### src/hdl/sdis_pkg.sv
// Package for the sparse-dense integer set: field widths, command codes and
// the control/status structs between controller and datapath. No dependencies.
`timescale 1ns / 1ps

package sdis_pkg;

  localparam int CMD_W = 3;
  localparam int ID_W  = 16;

  localparam logic [CMD_W-1:0] CMD_INSERT   = 3'd0;
  localparam logic [CMD_W-1:0] CMD_REMOVE   = 3'd1;
  localparam logic [CMD_W-1:0] CMD_CONTAINS = 3'd2;
  localparam logic [CMD_W-1:0] CMD_POP      = 3'd3;
  localparam logic [CMD_W-1:0] CMD_CLEAR    = 3'd4;

  localparam logic [ID_W-1:0] NO_VALUE = 16'hFFFF;

  typedef struct packed {
    logic sweep;   // clearing pass: write zero at sweep address
    logic latch;   // transfer accepted: capture command, read sparse and tail
    logic check;   // read dense slot named by the sparse entry
    logic commit;  // write back, update count, load result
  } ctrl_cmd_t;

  typedef struct packed {
    logic sweep_last;  // clearing pass at its final entry
    logic out_free;    // result register can take a new result
  } dp_stat_t;

endpackage

### src/hdl/sdis_ctrl.sv
// Controller of the sparse-dense integer set: sequences the clearing pass and
// the three phases of each command. Depends on sdis_pkg.
`timescale 1ns / 1ps

module sdis_ctrl (
  input  logic                 clk,
  input  logic                 rst,
  input  logic                 in_valid,
  output logic                 in_ready,
  input  sdis_pkg::dp_stat_t   stat,
  output sdis_pkg::ctrl_cmd_t  ctrl
);
  import sdis_pkg::*;

  typedef enum logic [1:0] {
    ST_SWEEP,
    ST_IDLE,
    ST_CHECK,
    ST_EXEC
  } state_t;

  state_t state;
  state_t state_next;

  always_comb begin
    state_next = state;
    case (state)
      ST_SWEEP: begin
        if (stat.sweep_last) state_next = ST_IDLE;
      end
      ST_IDLE: begin
        if (in_valid) state_next = ST_CHECK;
      end
      ST_CHECK: begin
        state_next = ST_EXEC;
      end
      ST_EXEC: begin
        // hold here while the previous result is still unclaimed
        if (stat.out_free) state_next = ST_IDLE;
      end
      default: begin
        state_next = ST_SWEEP;
      end
    endcase
  end

  assign in_ready    = (state == ST_IDLE);
  assign ctrl.sweep  = (state == ST_SWEEP);
  assign ctrl.latch  = in_ready & in_valid;
  assign ctrl.check  = (state == ST_CHECK);
  assign ctrl.commit = (state == ST_EXEC) & stat.out_free;

  always_ff @(posedge clk) begin
    if (rst) begin
      state <= ST_SWEEP;
    end else begin
      state <= state_next;
    end
  end

endmodule

### config.mk
export PLATFORM = sky130hd
export DESIGN_NAME = sdis_ctrl
export DESIGN_NICKNAME = d
export VERILOG_FILES = /design/src/hdl/sdis_pkg.sv /design/src/hdl/sdis_ctrl.sv
export SDC_FILE = /design/constraint.sdc
export NUM_CORES = 1
export LEC_CHECK = 0
export BUFFER_PORTS_ARGS = -buffer_cell sky130_fd_sc_hd__buf_2
export CAP_MARGIN = 20
export CORE_AREA = 2 2 39 41
export DETAILED_ROUTE_END_ITERATION = 10
export DIE_AREA = 0 0 41 43
export GPL_ROUTABILITY_DRIVEN = 0
export HOLD_SLACK_MARGIN = 0.05
export PLACE_DENSITY_LB_ADDON = 0.08
export REMOVE_ABC_BUFFERS = 1
export SYNTH_ARGS = -nofsm -noshare
export SYNTH_HDL_FRONTEND = slang
export SYNTH_SLANG_ARGS = --single-unit
### constraint.sdc
create_clock -name clk -period 2.2 [get_ports clk]
set_input_delay 0.44 -clock clk [delete_from_list [all_inputs] [get_ports clk]]
set_output_delay 0.44 -clock clk [all_outputs]
set_load 0.005 [all_outputs]
==> flow_summary.toml, run 1 <==
[finish]
layout_commonest_cell = "buf_2"
final_util_pct = 19.8
reg.largest.list = "state (2)"
finalNetCount = 45
area_delta_synth_final_pct = 47.0
layout_common_cells = "buf_2 (9), inv_1 (5), ha_1 (5), clkbuf_4 (3)"
drive_above_1_share_pct = 39.4
registers.top_by_ff_count = "state"
largest_register_ff_count = 2
layout.cell_area.non_filler_um2 = 274
diodes = 0

[floorplan]
chipHeight_um = 43
num_rows = 14
io_pins = 10
area_of_the_die_um2 = 1760
die_x_um = 41
core_area_um2 = 1380
initial_core_util_pct = 13.5

[drt]
remaining_drc_errors = 0
vias_per_cell = 3.49
detail_route.first_pass.iterations = 4
drt_iter0_drc = 1
detail_route.wirelength_um = 397
via_count = 171
wl_per_cell_um = 8.10
final_antenna_net_count = 0

[clocking]
tritoncts_clock_tree = "done"
clk_path_buf_depth = 2
clk-insertion-delay-late_ns = 0.22
cts-hold-fix-buffers = 0
clock_tree.htree_level_count = 1
cts_root_cell = "clkbuf_4"
cts_sinks = 2
numCtsBuffers = 3
post_cts.resized_instances = 0
path_clk_slew_ns = 0.03
cts.repair_timing.setup_buffer_count = 0

[timing]
timing.final.crit_period_ns = 1.66
setup_violations = 0
actual_slew_at_the_worst_max_slew_pin_ns = 0.491
timing.final.crit_share_pct = 75.7
timing.slew.headroom_pct = 67.2
fmaxAchievable_mhz = 601
hold_viol = 0
unrepaired_setup_endpoints_after_global_routing = "no"
final_max_slew_viol_count = 0
worst_clock_skew_ns = 0.000495
totalNegativeSetupSlack_ns = 0

[yosys]
netlist-cell-type-count = 10
synth_sequential_area_ratio_pct = 21.5
synth_warnings = 0
synthCells = 21
post_syn_area_per_cell_um2 = 8.88
ys_ff_latch = 2
synthesis.area_um2 = 186

[global_route]
maximum_number_of_pins_on_one_net_before_global_route_repair = 5
groute.usage.overall_pct = 6.41
first_global_vias = 200
globalRouteOverflowTotal = 0
grt_antenna_before_repair = 0
grt_first_pass_wirelength_um = 696

[setup_path]
timing.rr.start = "state[0]$_SDFFE_PP0P_"
crit_fanout = 4
crit_path_start = "state[0]$_SDFFE_PP0P_"
kind_of_cell_adding_the_most_delay_to_the_critical_path = "compound AO/OA/AOI/OAI gates"
cp_data_arrival_time_ns = 1.77
worst-setup-path-type = "reg2reg"
cp-end-kind = "register"
cpMaxStageDelayCell = "a222oi_1"
critical_path.cell_chain = "inv_1 -> ha_1 -> a222oi_1 -> mux2_1"
cp_slowest_stage_delay_ns = 0.50
worst-path-buf-inv = 1
crit_required_ns = 2.30
start_kind = "register"

[power_and_ir_drop]
switching_power_uw = 88.5
max-vdd-ir-drop_mv = 0.232
combinationalPowerShare_pct = 45.2
power.share.switching_pct = 34.3
powerDensity_nw_per_um2 = 942
power.internal_uw = 170
sequentialPowerShare_pct = 24.3
clock_share_of_power_pct = 30.5
static-leakage-power_uw = 0.000157

[worst_hold_path]
worst_hold_path_type = "reg2reg"
holdCritStartpoint = "state[1]$_SDFFE_PP0P_"

[placement]
io_buffer_count = 9
placed_instance_area_um2 = 251

[run_status]
run_status = "completed"

[flow_run]
maxCapViolCount = 0
[power groups by stage]
stage	Combinational [uW]	Clock [uW]	Sequential (uW)
floorplan	78.3	0	60.1
global placement	123	0	62.7
detailed placement	121	0	63.2
CTS	122	85.1	62.6
global route	140	87.4	64.9
finish	117	78.8	62.8
[layout make-up]
class	count	area [um2]
Multi-Input combinational cell	14	128
Timing Repair Buffer	9	45.0
Clock buffer	3	22.5
Tap cell	16	20.0
Fill cell	169	1110
Inverter	5	18.8
Sequential cell	2	40.0
[metal layers]
layer,wire length [um],vias to the layer above,track usage (%)
li1,-,89,-
met1,131,79,5.41
met2,241,3,9.06
met3,25,0,1.57
met4,0,0,10.0
met5,0,-,0
[stage by stage]
step	power (uW)	hold slack, ns	instances	worst slack, ns
2_1_floorplan	138	0.481	21	0.638
3_3_place_gp	186	0.519	46	0.515
3_5_place_dp	184	0.529	46	0.508
4_1_cts	270	0.534	49	0.504
5_1_grt	292	0.552	49	0.413
6_report	258	0.524	49	0.535
[path summary, 6_finish.rpt]
path / endpoint / slack, ns / depth (start not counted)
worst min-delay path: state[1]$_SDFFE_PP0P_ / 0.52 / 2
worst max-delay path: state[0]$_SDFFE_PP0P_ / 0.54 / 4
worst max register to register: state[0]$_SDFFE_PP0P_ / 0.54 / 4
worst min register to register: state[1]$_SDFFE_PP0P_ / 0.52 / 2
[worst reg2reg max path, stage by stage (launching register included)]
cell	delay [ns]
dfxtp_1	0.37
inv_1	0.10
ha_1	0.21
a222oi_1	0.50
mux2_1	0.36
[cells in the mapped netlist]
cell type  n  area (um2)
ha_1       5        62.6
nor2_1     2        7.51
mux2_1     1        11.3
a222oi_1   1        10.0
dfxtp_1    2        40.0
and2_1     1        6.26
and2_2     1        7.51
nand2b_1   2        12.5
mux2i_1    1        10.0
inv_1      5        18.8
[logic make-up after synthesis]
kind of cell / after synthesis / share of synthesized area [%]
flip-flops: 2 / 21.5
AO/OA/AOI/OAI: 1 / 5.37
adder cells (fa/ha/maj): 5 / 33.6
AND/OR/NAND/NOR: 6 / 18.1
multiplexers: 2 / 11.4
buffers and inverters: 5 / 10.1
Power figures use the tool's default switching activity.
==> inputs of run 2 (changes only) <==
ABC_AREA = 1   (was not set)
clock period = 1.45 ns   (was 2.2 ns; I/O delays follow)
==> run 2 against run 1 <==
Effect of this change:
- global-route usage down 1.0 points
- sequential cell count unchanged
- sequential share of layout area down 0.45 points
- combinational power up 120%
- via count up 5.8%
- critical endpoint is now ctrl[2]
- highest routed layer unchanged
==> flow_summary.toml, run 2 <==
[clocking]
clk-insertion-delay-late_ns = 0.22
tritoncts_clock_tree = "done"
clk_path_buf_depth = 2
cts_sinks = 2
clock_tree.htree_level_count = 1
cts_root_cell = "clkbuf_4"
cts-hold-fix-buffers = 0
post_cts.resized_instances = 0
numCtsBuffers = 3
path_clk_slew_ns = 0.03
cts.repair_timing.setup_buffer_count = 0

[timing]
timing.final.crit_share_pct = 94.4
timing.final.crit_period_ns = 1.37
unrepaired_setup_endpoints_after_global_routing = "no"
setup_violations = 0
worst_clock_skew_ns = 0.00222
actual_slew_at_the_worst_max_slew_pin_ns = 0.158
fmaxAchievable_mhz = 731
totalNegativeSetupSlack_ns = 0
timing.slew.headroom_pct = 89.4
hold_viol = 0
final_max_slew_viol_count = 0

[worst_hold_path]
worst_hold_path_type = "in2reg"

[finish]
layout_common_cells = "inv_1 (9), nand2_1 (9), buf_2 (9), ha_1 (5), nor2_1 (4)"
diodes = 0
area.sequential_um2 = 40.0
drive_above_1_share_pct = 31.0
registers.top_by_ff_count = "state"
largest_register_ff_count = 2
final_util_pct = 20.4
finalNetCount = 54
multiInputGateArea_um2 = 121
reg.largest.list = "state (2)"
num-fill-cells = 157
area_delta_synth_final_pct = 44.9

[flow_run]
maxCapViolCount = 0

[setup_path]
kind_of_cell_adding_the_most_delay_to_the_critical_path = "flip-flops"
cp_slowest_stage_delay_ns = 0.34
worst-setup-path-type = "reg2out"
crit_required_ns = 1.16
critical_path.cell_chain = "inv_1 -> ha_1 -> nand2_1 -> inv_1 -> buf_2"
crit_fanout = 4
start_kind = "register"
worst-path-buf-inv = 3
cp_data_arrival_time_ns = 1.08
cpMaxStageDelayCell = "dfxtp_1"
cp-end-kind = "primary output"
critical_path.most_common_cell = "inv_1"

[yosys]
synth.largest_area_cell = "ha_1"
synthTopCellsByArea = "ha_1 (32%), dfxtp_1 (21%), inv_1 (17%)"
synth_warnings = 0
synth_edf_count = 0
post_syn_area_per_cell_um2 = 6.51
ys_ff_latch = 2
synth_flop_cell = "dfxtp_1"
synth.cells.most_frequent = "inv_1 (9), nand2_1 (9), ha_1 (5), nor2_1 (4), dfxtp_1 (2)"
synth_sequential_area_ratio_pct = 20.5
synthesis.area_um2 = 195
synth_async_sr_flop_share_pct = 0
synth_top_area_share_pct = 32.1
netlist-cell-type-count = 6
synthCells = 30

[drt]
detail_route.wirelength_um = 388
routed.top_layer = "met3"
routedLengthMet1_um = 160
final_antenna_net_count = 0
wl_per_cell_um = 6.69
via_count = 181
vias_per_cell = 3.12
met3RoutedLength_um = 42
detail_route.first_pass.iterations = 4
drt_iter0_drc = 4
wl_met2_um = 185
remaining_drc_errors = 0

[floorplan]
chipHeight_um = 43
initial_core_util_pct = 14.1
core_area_um2 = 1380
area_of_the_die_um2 = 1760
die_x_um = 41
io_pins = 10
num_rows = 14

[run_status]
run_status = "completed"

[global_route]
maximum_number_of_pins_on_one_net_before_global_route_repair = 5
grt_first_pass_wirelength_um = 565
first_global_vias = 169
groute.usage.overall_pct = 5.41
globalRouteOverflowTotal = 0
grt_antenna_before_repair = 0

[power_and_ir_drop]
switching_power_uw = 201
clock_share_of_power_pct = 25.6
power.internal_uw = 286
powerDensity_nw_per_um2 = 1720
power.share.switching_pct = 41.3
max-vdd-ir-drop_mv = 0.541
combinationalPowerShare_pct = 52.3
static-leakage-power_uw = 0.000192
sequentialPowerShare_pct = 22.1

[placement]
dp_hpwl_um = 297
io_buffer_count = 9
-- run 2: worst register-to-register path: cells and delay by family, from the launching register on --
kind                     cells  cell delay, ns
adder cells (fa/ha/maj)      1            0.21
buffers and inverters        1            0.10
flip-flops                   1            0.38
AND/OR/NAND/NOR              4            0.32
-- run 2: routing by layer --
layer,vias to the layer above,GRT usage [%]
met5,-,0
met4,0,8.00
met3,0,1.57
met2,6,6.25
met1,68,6.05
li1,107,-
-- run 2: layout make-up --
type / instances / share of cell area (%)
inverters: 9 / 11.9
repair buffers: 9 / 15.9
clock buffers: 3 / 7.96
multi-input cells: 19 / 42.9
flip-flops and latches: 2 / 14.2
well taps: 16 / 7.08
-- run 2: final timing paths --
path / startpoint / endpoint / slack [ns] / depth (start not counted)
setup / recovery: state[1]$_SDFFE_PP0P_ / ctrl[2] / 0.08 / 5
hold / removal: rst / state[0]$_SDFFE_PP0P_ / 0.31 / 4
setup reg to reg: state[0]$_SDFFE_PP0P_ / state[0]$_SDFFE_PP0P_ / 0.33 / 6
hold reg to reg: state[1]$_SDFFE_PP0P_ / state[1]$_SDFFE_PP0P_ / 0.64 / 4
-- run 2: cell families (layout without fill, tap and decap cells) --
family | count (synthesis) | after routing | share of synthesized area (%)
buf+inv | 9 | 21 | 17.3
fa+ha+maj | 5 | 5 | 32.1
flops | 2 | 2 | 20.5
simple gates | 14 | 14 | 30.1
-- run 2: power by group through the flow --
stage / sequential [uW] / combinational [uW] / clock, uW
final: 107 / 255 / 125
after global routing: 110 / 297 / 133
after CTS: 109 / 260 / 135
after detailed placement: 109 / 259 / 0
after global placement: 111 / 258 / 0
after floorplan: 102 / 177 / 0
-- run 2: metrics by stage --
stage / total power [uW] / hold WS (ns) / cells / worst slack, ns / area (um2)
4_1_cts: 503 / 0.298 / 58 / 0.0603 / 283
5_1_grt: 541 / 0.320 / 58 / 0.00285 / 283
6_report: 486 / 0.308 / 58 / 0.0817 / 283
3_3_place_gp: 369 / 0.542 / 55 / 0.296 / 260
3_5_place_dp: 368 / 0.542 / 55 / 0.308 / 260
2_1_floorplan: 279 / 0.445 / 30 / 0.408 / 195
==> inputs of run 3 (changes only) <==
CTS_BUF_LIST = sky130_fd_sc_hd__clkbuf_8   (was not set)
TNS_END_PERCENT = 100   (was not set)
==> run 3 against run 2 <==
Effect of this change:
- register-to-register slack barely moved
- final area rose by 6.6%
- cell count did not move
- critical endpoint unchanged
- critical path type unchanged
- non-clock buffer count did not move
- critical path depth did not move
- sequential share of layout area fell by 0.88 points
- first-iteration DRC count fell by 50%
==> flow_summary.toml, run 3 (synthesized netlist as in run 2, its figures left out) <==
[run_status]
run_status = "completed"

[setup_path]
cp_slowest_stage_delay_ns = 0.34
crit_fanout = 4
critical_path.cell_chain = "inv_1 -> ha_1 -> nand2_1 -> inv_1 -> buf_2"
worst-setup-path-type = "reg2out"
cp-end-kind = "primary output"
critical_path.most_common_cell = "inv_1"
worst-path-buf-inv = 3
crit_required_ns = 1.16
rrSetupSlack_ns = 0.33
start_kind = "register"
cp_data_arrival_time_ns = 1.06
kind_of_cell_adding_the_most_delay_to_the_critical_path = "flip-flops"
cpMaxStageDelayCell = "dfxtp_1"

[drt]
remaining_drc_errors = 0
drt_iter0_drc = 2
vias_per_cell = 3.17
wl_per_cell_um = 6.76
via_count = 184
detail_route.wirelength_um = 392
detail_route.first_pass.iterations = 2
final_antenna_net_count = 0

[clocking]
post_cts.resized_instances = 0
tritoncts_clock_tree = "done"
numCtsBuffers = 3
path_clk_slew_ns = 0.03
clock_tree.htree_level_count = 1
clk-insertion-delay-late_ns = 0.21
cts-hold-fix-buffers = 0
cts_root_cell = "clkbuf_8"
cts_sinks = 2
cts.repair_timing.setup_buffer_count = 0
clk_path_buf_depth = 2

[global_route]
grt.met1_usage_pct = 6.05
met3_track_demand_over_resource_in_global_routing_pct = 1.57
first_global_vias = 172
groute.usage.overall_pct = 5.71
maximum_number_of_pins_on_one_net_before_global_route_repair = 5
grt_first_pass_wirelength_um = 579
grt_antenna_before_repair = 0
globalRouteOverflowTotal = 0
grt.met2_usage_pct = 6.25
global_route.peak_usage_layer = "met4"

[floorplan]
initial_core_util_pct = 14.1
io_pins = 10
die_x_um = 41
area_of_the_die_um2 = 1760
core_area_um2 = 1380
chipHeight_um = 43
num_rows = 14

[power_and_ir_drop]
powerDensity_nw_per_um2 = 1930
finalPower_uw = 582
static-leakage-power_uw = 0.000200
max-vdd-ir-drop_mv = 0.513

[finish]
finalNetCount = 54
reg.largest.list = "state (2)"
area_delta_synth_final_pct = 54.5
diodes = 0
largest_register_ff_count = 2
drive_above_1_share_pct = 31.0
finalNonFillerCells = 58
layout_common_cells = "inv_1 (9), nand2_1 (9), buf_2 (9), ha_1 (5), nor2_1 (4)"
registers.top_by_ff_count = "state"

[worst_hold_path]
worst_hold_path_type = "in2reg"

[timing]
worst_clock_skew_ns = 0.000508
final_max_slew_viol_count = 0
setup_violations = 0
timing.slew.headroom_pct = 89.6
hold_viol = 0
fmaxAchievable_mhz = 739
fin_hold_ws_ns = 0.321
timing.final.crit_share_pct = 93.4
timing.final.crit_period_ns = 1.35
actual_slew_at_the_worst_max_slew_pin_ns = 0.155
setup_slack_ns = 0.0964
unrepaired_setup_endpoints_after_global_routing = "no"
totalNegativeSetupSlack_ns = 0

[placement]
io_buffer_count = 9
dpl.cell_count = 55
place_worst_setup_slack_ns = 0.308
dp_hpwl_um = 297

[flow_run]
maxCapViolCount = 0
[run 3: cell types whose count changed in the layout (fill, tap and decap cells not counted)]
cell,change
clkbuf_8,+3
clkbuf_4,-3
[run 3: metrics by stage]
step                instance area (um2)  util [%]
global placement                    260      18.8
floorplan                           195         -
CTS                                 302      21.8
global route                        302      21.8
detailed placement                  260      18.8
finish                              302      21.8
[run 3: worst paths after layout]
kind / startpoint / cells after the start / to
worst max-delay path: state[1]$_SDFFE_PP0P_ / 5 / ctrl[2]
worst min-delay path: rst / 4 / state[0]$_SDFFE_PP0P_
worst max register to register: state[0]$_SDFFE_PP0P_ / 6 / state[0]$_SDFFE_PP0P_
worst min register to register: state[1]$_SDFFE_PP0P_ / 4 / state[1]$_SDFFE_PP0P_
[run 3: cell type report]
| class | count | area, um2 |
|---|---|---|
| Fill cell | 160 | 1080 |
| Clock buffer | 3 | 41.3 |
| Sequential cell | 2 | 40.0 |
| Multi-Input combinational cell | 19 | 121 |
| Inverter | 9 | 33.8 |
| Timing Repair Buffer | 9 | 45.0 |
| Tap cell | 16 | 20.0 |
[run 3: power breakdown]
group / switching [uW] / internal [uW] / total (uW)
clock network: 44.8 / 176 / 220
logic: 142 / 112 / 254
registers: 25.0 / 82.3 / 107
[run 3: worst register-to-register path: stages, from the launching register on]
cell and delay [ns]:
dfxtp_1 0.38, inv_1 0.10, ha_1 0.21, nand2_1 0.08, nand3_2 0.09, nor2_1 0.10, nor2_1 0.05
[run 3: metal layers]
metal	share of wire, %	vias up
li1	-	107
met5	0	-
met4	3.8	0
met1	41	67
met3	11	2
met2	43	8
